[src/hw/rtl/dpfw_pkg.sv]
`timescale 1ns / 1ps
// Shared types, constants and helpers for the dual-plane framebuffer writer.
// Depends on nothing; every other file of the block imports it.
package dpfw_pkg;

  localparam int PLANE_BYTES_DEF = 4096;
  localparam int IDX_W = 16;

  localparam logic [7:0] BYTE_ONES  = 8'hFF;
  localparam logic [7:0] BYTE_ZEROS = 8'h00;
  localparam logic [7:0] MSB_MASK   = 8'h80;

  localparam logic [1:0] COL_BLACK = 2'd0;
  localparam logic [1:0] COL_RED   = 2'd1;

  localparam logic [2:0] CFG_LOGICAL_WIDTH  = 3'd0;
  localparam logic [2:0] CFG_LOGICAL_HEIGHT = 3'd1;
  localparam logic [2:0] CFG_PANEL_COLS     = 3'd2;
  localparam logic [2:0] CFG_PANEL_ROWS     = 3'd3;
  localparam logic [2:0] CFG_LANDSCAPE      = 3'd4;

  typedef enum logic [1:0] {
    REQ_PIXEL,
    REQ_RECT,
    REQ_FILL,
    REQ_READ
  } req_t;

  typedef enum logic [3:0] {
    ST_FILL,
    ST_IDLE,
    ST_FILL_LEN,
    ST_RECT_CHK,
    ST_PX_MAP,
    ST_PX_IDX,
    ST_PX_READ,
    ST_PX_WRITE,
    ST_RD,
    ST_RD_OUT
  } state_t;

  typedef logic signed [10:0] coord_t;

  typedef struct packed {
    logic [8:0] logical_width;
    logic [8:0] logical_height;
    logic [7:0] panel_cols;
    logic [8:0] panel_rows;
    logic       landscape;
  } cfg_t;

  typedef struct packed {
    logic       ok;
    logic [7:0] nx;
    logic [8:0] ny;
  } pix_map_t;

  typedef struct packed {
    logic [7:0] red;
    logic [7:0] bw;
  } plane_word_t;

  function automatic logic [5:0] row_bytes(input logic [7:0] nw);
    logic [8:0] sum;
    sum = {1'b0, nw} + 9'd7;
    return sum[8:3];
  endfunction

endpackage

[src/hw/rtl/dpfw_pixel_map.sv]
`timescale 1ns / 1ps
// Clips a drawing coordinate to the logical and native sizes and rotates it
// in landscape mode; uses dpfw_pkg.
module dpfw_pixel_map (
  input  dpfw_pkg::cfg_t     cfg,
  input  dpfw_pkg::coord_t   px,
  input  dpfw_pkg::coord_t   py,
  output dpfw_pkg::pix_map_t map
);
  import dpfw_pkg::*;

  coord_t lw, lh, nw, nh, ny_rot, nx_s, ny_s;
  logic   in_logical, in_native;

  always_comb begin
    lw = $signed({2'b00, cfg.logical_width});
    lh = $signed({2'b00, cfg.logical_height});
    nw = $signed({3'b000, cfg.panel_cols});
    nh = $signed({2'b00, cfg.panel_rows});
    ny_rot = nh - coord_t'(1) - px;
    in_logical = (px >= 0) && (py >= 0) && (px < lw) && (py < lh);
    nx_s = cfg.landscape ? py : px;
    ny_s = cfg.landscape ? ny_rot : py;
    in_native = (nx_s >= 0) && (ny_s >= 0) && (nx_s < nw) && (ny_s < nh);
    map.ok = in_logical && in_native;
    map.nx = nx_s[7:0];
    map.ny = ny_s[8:0];
  end

endmodule

[config.mk]
export PLATFORM = sky130hd
export DESIGN_NAME = dpfw_pixel_map
export DESIGN_NICKNAME = d
export VERILOG_FILES = /design/src/hw/rtl/dpfw_pkg.sv /design/src/hw/rtl/dpfw_pixel_map.sv
export SDC_FILE = /design/constraint.sdc
export NUM_CORES = 1
export LEC_CHECK = 0
export BUFFER_PORTS_ARGS = -buffer_cell sky130_fd_sc_hd__buf_2
export CAP_MARGIN = 20
export CORE_UTILIZATION = 40
export DETAILED_ROUTE_END_ITERATION = 8
export GPL_TIMING_DRIVEN = 1
export MAX_ROUTING_LAYER = met4
export PLACE_DENSITY_LB_ADDON = 0.08
export SLEW_MARGIN = 15
export SYNTH_ARGS = -nofsm -noshare
export SYNTH_HDL_FRONTEND = slang
export SYNTH_SLANG_ARGS = --single-unit
[constraint.sdc]
create_clock -name vclk -period 10.9
set_clock_uncertainty 0.15 [all_clocks]
set_input_delay 0.545 -clock vclk [all_inputs]
set_output_delay 0.545 -clock vclk [all_outputs]
set_load 0.02 [all_outputs]
; Word-level counts from Yosys, hierarchy flattened
; Cells that the tools add are included.
[word_totals]
reg_bits = 0
out_inout_bits = 18
[classes]
addsub = 2
order_cmp = 8
mux = 2
n_reduce_logical = 7
[ops]
columns = cell, n
row1 = $ge 11x1->1 const B, 4
row2 = $lt 11x10->1, 3
row3 = $mux 11, 2
row4 = $lt 11x9->1, 1
row5 = $sub 10x11->11, 1
row6 = $sub 9x1->10 const B, 1
row7 = $logic_and 1x1->1, 7

; Longest topological paths before layout
; Gate-level depths: netlist (run 1).
[logic_depth]
depth_word = 8
mapped_depth = 18

; Least setup slack after synthesis (run 1)
; Ideal clock, no wire load.
[synth_timing]
path_type = input -> output
from = input port cfg[2] in the netlist's numbering
to = output port map[17] in the netlist's numbering
arrival_ps = 4535
setup_slack_ps = 5670
path_stages = 16
path_buffers = 0
path_cell_list = inv_1 -> ha_1 -> nand3_1 -> xnor2_1 -> ha_1 -> a21o_1 -> a21oi_1 -> a21oi_1 -> o21ai_0 -> o311ai_0 -> ha_1 -> a221oi_1 -> o2111ai_1 -> a31oi_1 -> nand4_1 -> a2111oi_2
[synth_rtl]
columns = item, line
row1 = "start, declared", dpfw_pixel_map.sv:5  ; input dpfw_pkg::cfg_t cfg,
row2 = "end, declared", dpfw_pixel_map.sv:8  ; output dpfw_pkg::pix_map_t map

==> flow_summary.yaml, run 1 <==
timing:
  min_period_ns: 5.146
  drv_slew: 0
  fin_tns_setup_ns: 0
  max_freq_mhz: 194.3
  worst-slew-pin-transition_ns: 0.5866
  hold_viol_final: 0
  slew_headroom_pct: 59.88
  holdWs_ns: 1.342
  fin_crit_sh_pct: 47.21
  rsz0062_at_grt: "no"
  setup_viol: 0
setup_path:
  required_ns: 10.21
  cp_slowest_cell: "or4_1"
  critPathMostFrequentCell: "ha_1"
  worstPathArrival_ns: 4.45
  path_class: "primary input to primary output"
  cp-end-kind: "primary output"
  startpoint: "cfg[1]"
  max_stage_delay_ns: 0.50
  critPathLaunchType: "primary input"
  cp_max_fo: 5
  crit_chain: "buf_2, inv_1, ha_1, nand3_1, xnor2_1, ha_1, a21o_1, a21oi_1, a21oi_1, o21ai_0, o311ai_0, ha_1, or4_1, a221oi_1, o2111ai_1, a31oi_1, nand4_1, a2111oi_2, buf_2"
worst_hold_path:
  hold_start: "py[0]"
  hp-class: "primary input to primary output"
route:
  dr.pass1.iters: 4
  drc: 0
  drt-total-wl_mm: 4.495
  avgViaCountPerCell: 5.139
  vias: 1773
  drtIter0Drc: 63
  wire_per_inst_um: 13.03
  antenna_left: 0
die:
  dieArea_um2: 4303
  die_x_um: 65.60
  core_um2: 3771
  start_util_pct: 42.90
  io_pins: 76
  fp-row-count: 22
  die_h_um: 65.60
power_and_ir_drop:
  vdd_drop_max_mv: 0.02437
  leakage_nw: 1.172
  cellPowerDensity_nw_per_um2: 51.45
placement:
  gp_congestion: 0.8628
  place_area_um2: 2047
  post-dp-hpwl_mm: 4.101
  dp_cells: 345
  portBuffers: 76
logic_synthesis:
  ys_top_cells_by_area: "ha_1 32%, inv_1 11%, xnor2_1 4.3%, o21ai_0 4.0%, nand2_1 3.9%"
  yosysWarnings: 0
  yosys.area.top_type: "ha_1"
  synth_cells: 224
  synth_top_area_share_pct: 32.48
  ys_types: 45
  synth_nets: 325
  synth_area_um2: 1618
  yosysSeqAreaShare_pct: 0
  avgSynthCellArea_um2: 7.222
global_routing:
  grt_pass1_vias: 1553
  gr-max-usage-layer: "met2"
  overflow: 0
  grt_use_met2_pct: 36.47
  met3_usage_pct: 0.1736
  antenna_found_initial: 0
  gr-usage-met1_pct: 29.07
  grt_pass1_wl_mm: 6.886
  grt_max_degree: 25
  track_usage_pct: 21.04
run_status:
  status: "finished clean"
final_layout:
  stdcell_area_um2: 2047
  diodes: 0
  final_cells: 345
  area_growth_pct: 26.53
  drive_gt1_share_pct: 28.62
  clkbuf_count: 0
  nets: 400
  post-route-util_pct: 54.28
  register_area_um2: 0
  n_sequential_cell: 0
clocking:
  ctsHoldBuffers: 0
  cts_setup_buffers: 0
  post_cts_resized: 0
run:
  maxCapViolCount: 0
## cell usage after synthesis, drive strengths merged (3+ instances only)
cell and n:
o2111ai 5, o21ai 14, xnor2 8, mux2 4
o21a 6, nor2b 3, a21boi 3, nor3 5
a31oi 4, a21oi 12, o31ai 4, nand4 6
nor2 9, nand2 17, ha 42, clkbuf 3
inv 49, a21o 4
## final cells by class
cell class / instances / area (um2)
fill: 391 / 1724
inverter: 49 / 183.9
multi-input combinational: 172 / 1423
tap: 48 / 60.06
timing repair buffer: 76 / 380.4
## report_power, final
| part | internal [mW] | total [mW] | switching [mW] |
|---|---|---|---|
| clock | 0 | 0 | 0 |
| combinational | 0.0454 | 0.105 | 0.0599 |
| sequential | 0 | 0 | 0 |
## cell usage in the layout (no fill, tap or decap), drive strengths merged, types with 3 or more instances in the layout
| cell | count |
|---|---|
| a21boi | 3 |
| a21o | 4 |
| a21oi | 12 |
| a31oi | 4 |
| buf | 76 |
| ha | 42 |
| inv | 49 |
| mux2 | 4 |
| nand2 | 17 |
| nand4 | 6 |
| nor2 | 9 |
| nor2b | 3 |
| nor3 | 5 |
| o2111ai | 5 |
| o21a | 6 |
| o21ai | 14 |
| o31ai | 4 |
| xnor2 | 8 |
## layer usage
layer | wire, um | part of all wire [%] | vias up
met3 | 163 | 3.6 | 0
met4 | 0 | 0 | 0
met5 | 0 | 0 | -
met2 | 2091 | 47 | 50
met1 | 2240 | 50 | 773
li1 | - | - | 950
## worst max-delay path: cells and delay by family
kind | cells | cell delay, ns
compound gates | 9 | 1.73
simple gates | 3 | 0.73
buf+inv | 3 | 0.47
xor+xnor | 1 | 0.14
fa+ha+maj | 3 | 0.82
## metrics by stage
step	setup WS [ns]	power, mW
after floorplan	5.670	0.06955
after global placement	5.849	0.1048
after detailed placement	5.790	0.1052
after CTS	5.785	0.1057
after global routing	5.331	0.1183
final	5.754	0.1053
## worst paths after layout
path                  endpoint  slack, ns  cells after the start
worst max-delay path   map[17]       5.75                     19
worst min-delay path    map[9]       1.34                      3
## cells by family after synthesis
family	synth area share [%]
mux	4.022
simple gates	17.71
compound gates	26.14
xor+xnor	6.342
buf+inv	12.06
fa+ha+maj	33.72
No activity file was read; power rests on OpenSTA's default activity.
==> inputs of run 2 (changes only) <==
Clock period 10.9 ns to 4.8 ns, I/O delays scaled along.
==> run 2 against run 1 <==
Compared with the run above:
- power increased by 130%
- sequential share of layout area unchanged
- non-clock buffer count unchanged
- highest routed layer unchanged
==> flow_summary.yaml, run 2 (synthesized netlist as in run 1, its figures left out) <==
run_status:
  status: "finished clean"
global_routing:
  grt_max_degree: 25
  grt_pass1_wl_mm: 6.913
  antenna_found_initial: 0
  grt_pass1_vias: 1564
  overflow: 0
  track_usage_pct: 21.08
final_layout:
  drive_gt1_share_pct: 29.63
  nets: 400
  final_cell_mix: "75 x buf_2, 48 x inv_1, 41 x ha_1"
  final_cells: 345
  n_sequential_cell: 0
  area_growth_pct: 27.84
  clkbuf_count: 0
  layout_commonest_cell: "buf_2"
  register_area_um2: 0
  fillers: 379
  post-route-util_pct: 54.84
  diodes: 0
setup_path:
  required_ns: 4.41
  crit_chain: "buf_2, inv_1, ha_4, nand3_1, xnor2_1, ha_1, a21o_1, a21oi_1, a21oi_2, o21ai_1, o311ai_0, ha_1, or4_1, a221oi_1, o2111ai_1, a31oi_1, nand4_1, a2111oi_2, buf_4"
  cp_slowest_cell: "or4_1"
  cp-end-kind: "primary output"
  max_stage_delay_ns: 0.50
  worstPathArrival_ns: 4.03
  critPathLaunchType: "primary input"
  critPathMostFrequentCell: "ha_1"
  cp_max_fo: 5
  path_class: "primary input to primary output"
timing:
  fin_tns_setup_ns: 0
  max_freq_mhz: 226.3
  holdWs_ns: 0.7283
  worst-slew-pin-transition_ns: 0.5742
  hold_viol_final: 0
  min_period_ns: 4.418
  rsz0062_at_grt: "no"
  drv_slew: 0
  fin_crit_sh_pct: 92.04
  slew_headroom_pct: 60.73
  setup_viol: 0
route:
  antenna_left: 0
  vias: 1753
  drc: 0
  drtIter0Drc: 58
  drt-total-wl_mm: 4.426
  avgViaCountPerCell: 5.081
  dr.pass1.iters: 4
  wire_per_inst_um: 12.83
run:
  maxCapViolCount: 0
worst_hold_path:
  hold_start: "py[0]"
  min_path_cells: 3
  hp-class: "primary input to primary output"
  hold_end: "map[9]"
die:
  die_h_um: 65.60
  fp-row-count: 22
  core_um2: 3771
  die_x_um: 65.60
  start_util_pct: 42.90
  io_pins: 76
  dieArea_um2: 4303
placement:
  portBuffers: 76
  post-dp-hpwl_mm: 4.086
  dp_cells: 345
  gp_congestion: 0.8630
power_and_ir_drop:
  leakage_nw: 1.173
  vdd_drop_max_mv: 0.04877
  cellPowerDensity_nw_per_um2: 116.6
clocking:
  ctsHoldBuffers: 0
## run 2: layer usage
metal  part of all wire (%)  global-route usage [%]
met3                    3.5                       0
met4                      0                       0
met2                     47                   36.21
met5                      0                       -
met1                     49                   29.48
## run 2: where the power goes
| group | internal [mW] | leakage, nW | total (mW) | switching [mW] |
|---|---|---|---|---|
| Sequential | 0 | 0 | 0 | 0 |
| Clock | 0 | 0 | 0 | 0 |
| Combinational | 0.105 | 1.17 | 0.241 | 0.137 |
| Total | 0.105 | 1.17 | 0.241 | 0.137 |
## run 2: area by class of cell
| cell class | instances | area (um2) | area share, % |
|---|---|---|---|
| Tap cell | 48 | 60.06 | 2.904 |
| Timing Repair Buffer | 76 | 382.9 | 18.51 |
| Inverter | 49 | 183.9 | 8.893 |
| Multi-Input combinational cell | 172 | 1441 | 69.69 |
## run 2: critical path: cells and delay by family
| family | cells | cell delay (ns) |
|---|---|---|
| XOR/XNOR | 1 | 0.13 |
| AND/OR/NAND/NOR | 3 | 0.70 |
| buffers and inverters | 3 | 0.48 |
| adder cells (fa/ha/maj) | 3 | 0.74 |
| AO/OA/AOI/OAI | 9 | 1.73 |
## run 2: repair_timing
action	4_1_cts	5_1_grt
setup endpoints to repair	0	1
buffers inserted	0	0
resized for setup	0	6
## run 2: worst max-delay path by stage
| stage | to | from | slack (ns) | cells after the start |
|---|---|---|---|---|
| after floorplan | map[17] | cfg[2] | 0.18 | 16 |
| after global placement | map[17] | cfg[1] | 0.36 | 19 |
| after detailed placement | map[17] | cfg[1] | 0.28 | 19 |
| after CTS | map[17] | cfg[1] | 0.27 | 19 |
| after global routing | map[17] | cfg[1] | 0.05 | 19 |
| final | map[17] | cfg[1] | 0.38 | 19 |
## run 2: metrics by stage
stage | cell area, um2 | setup WS, ns | power (mW)
after global placement | 2047 | 0.3589 | 0.2379
after CTS | 2047 | 0.2741 | 0.2401
after global routing | 2068 | 0.05105 | 0.2720
after detailed placement | 2047 | 0.2785 | 0.2388
after floorplan | 1618 | 0.1797 | 0.1579
final | 2068 | 0.3819 | 0.2411
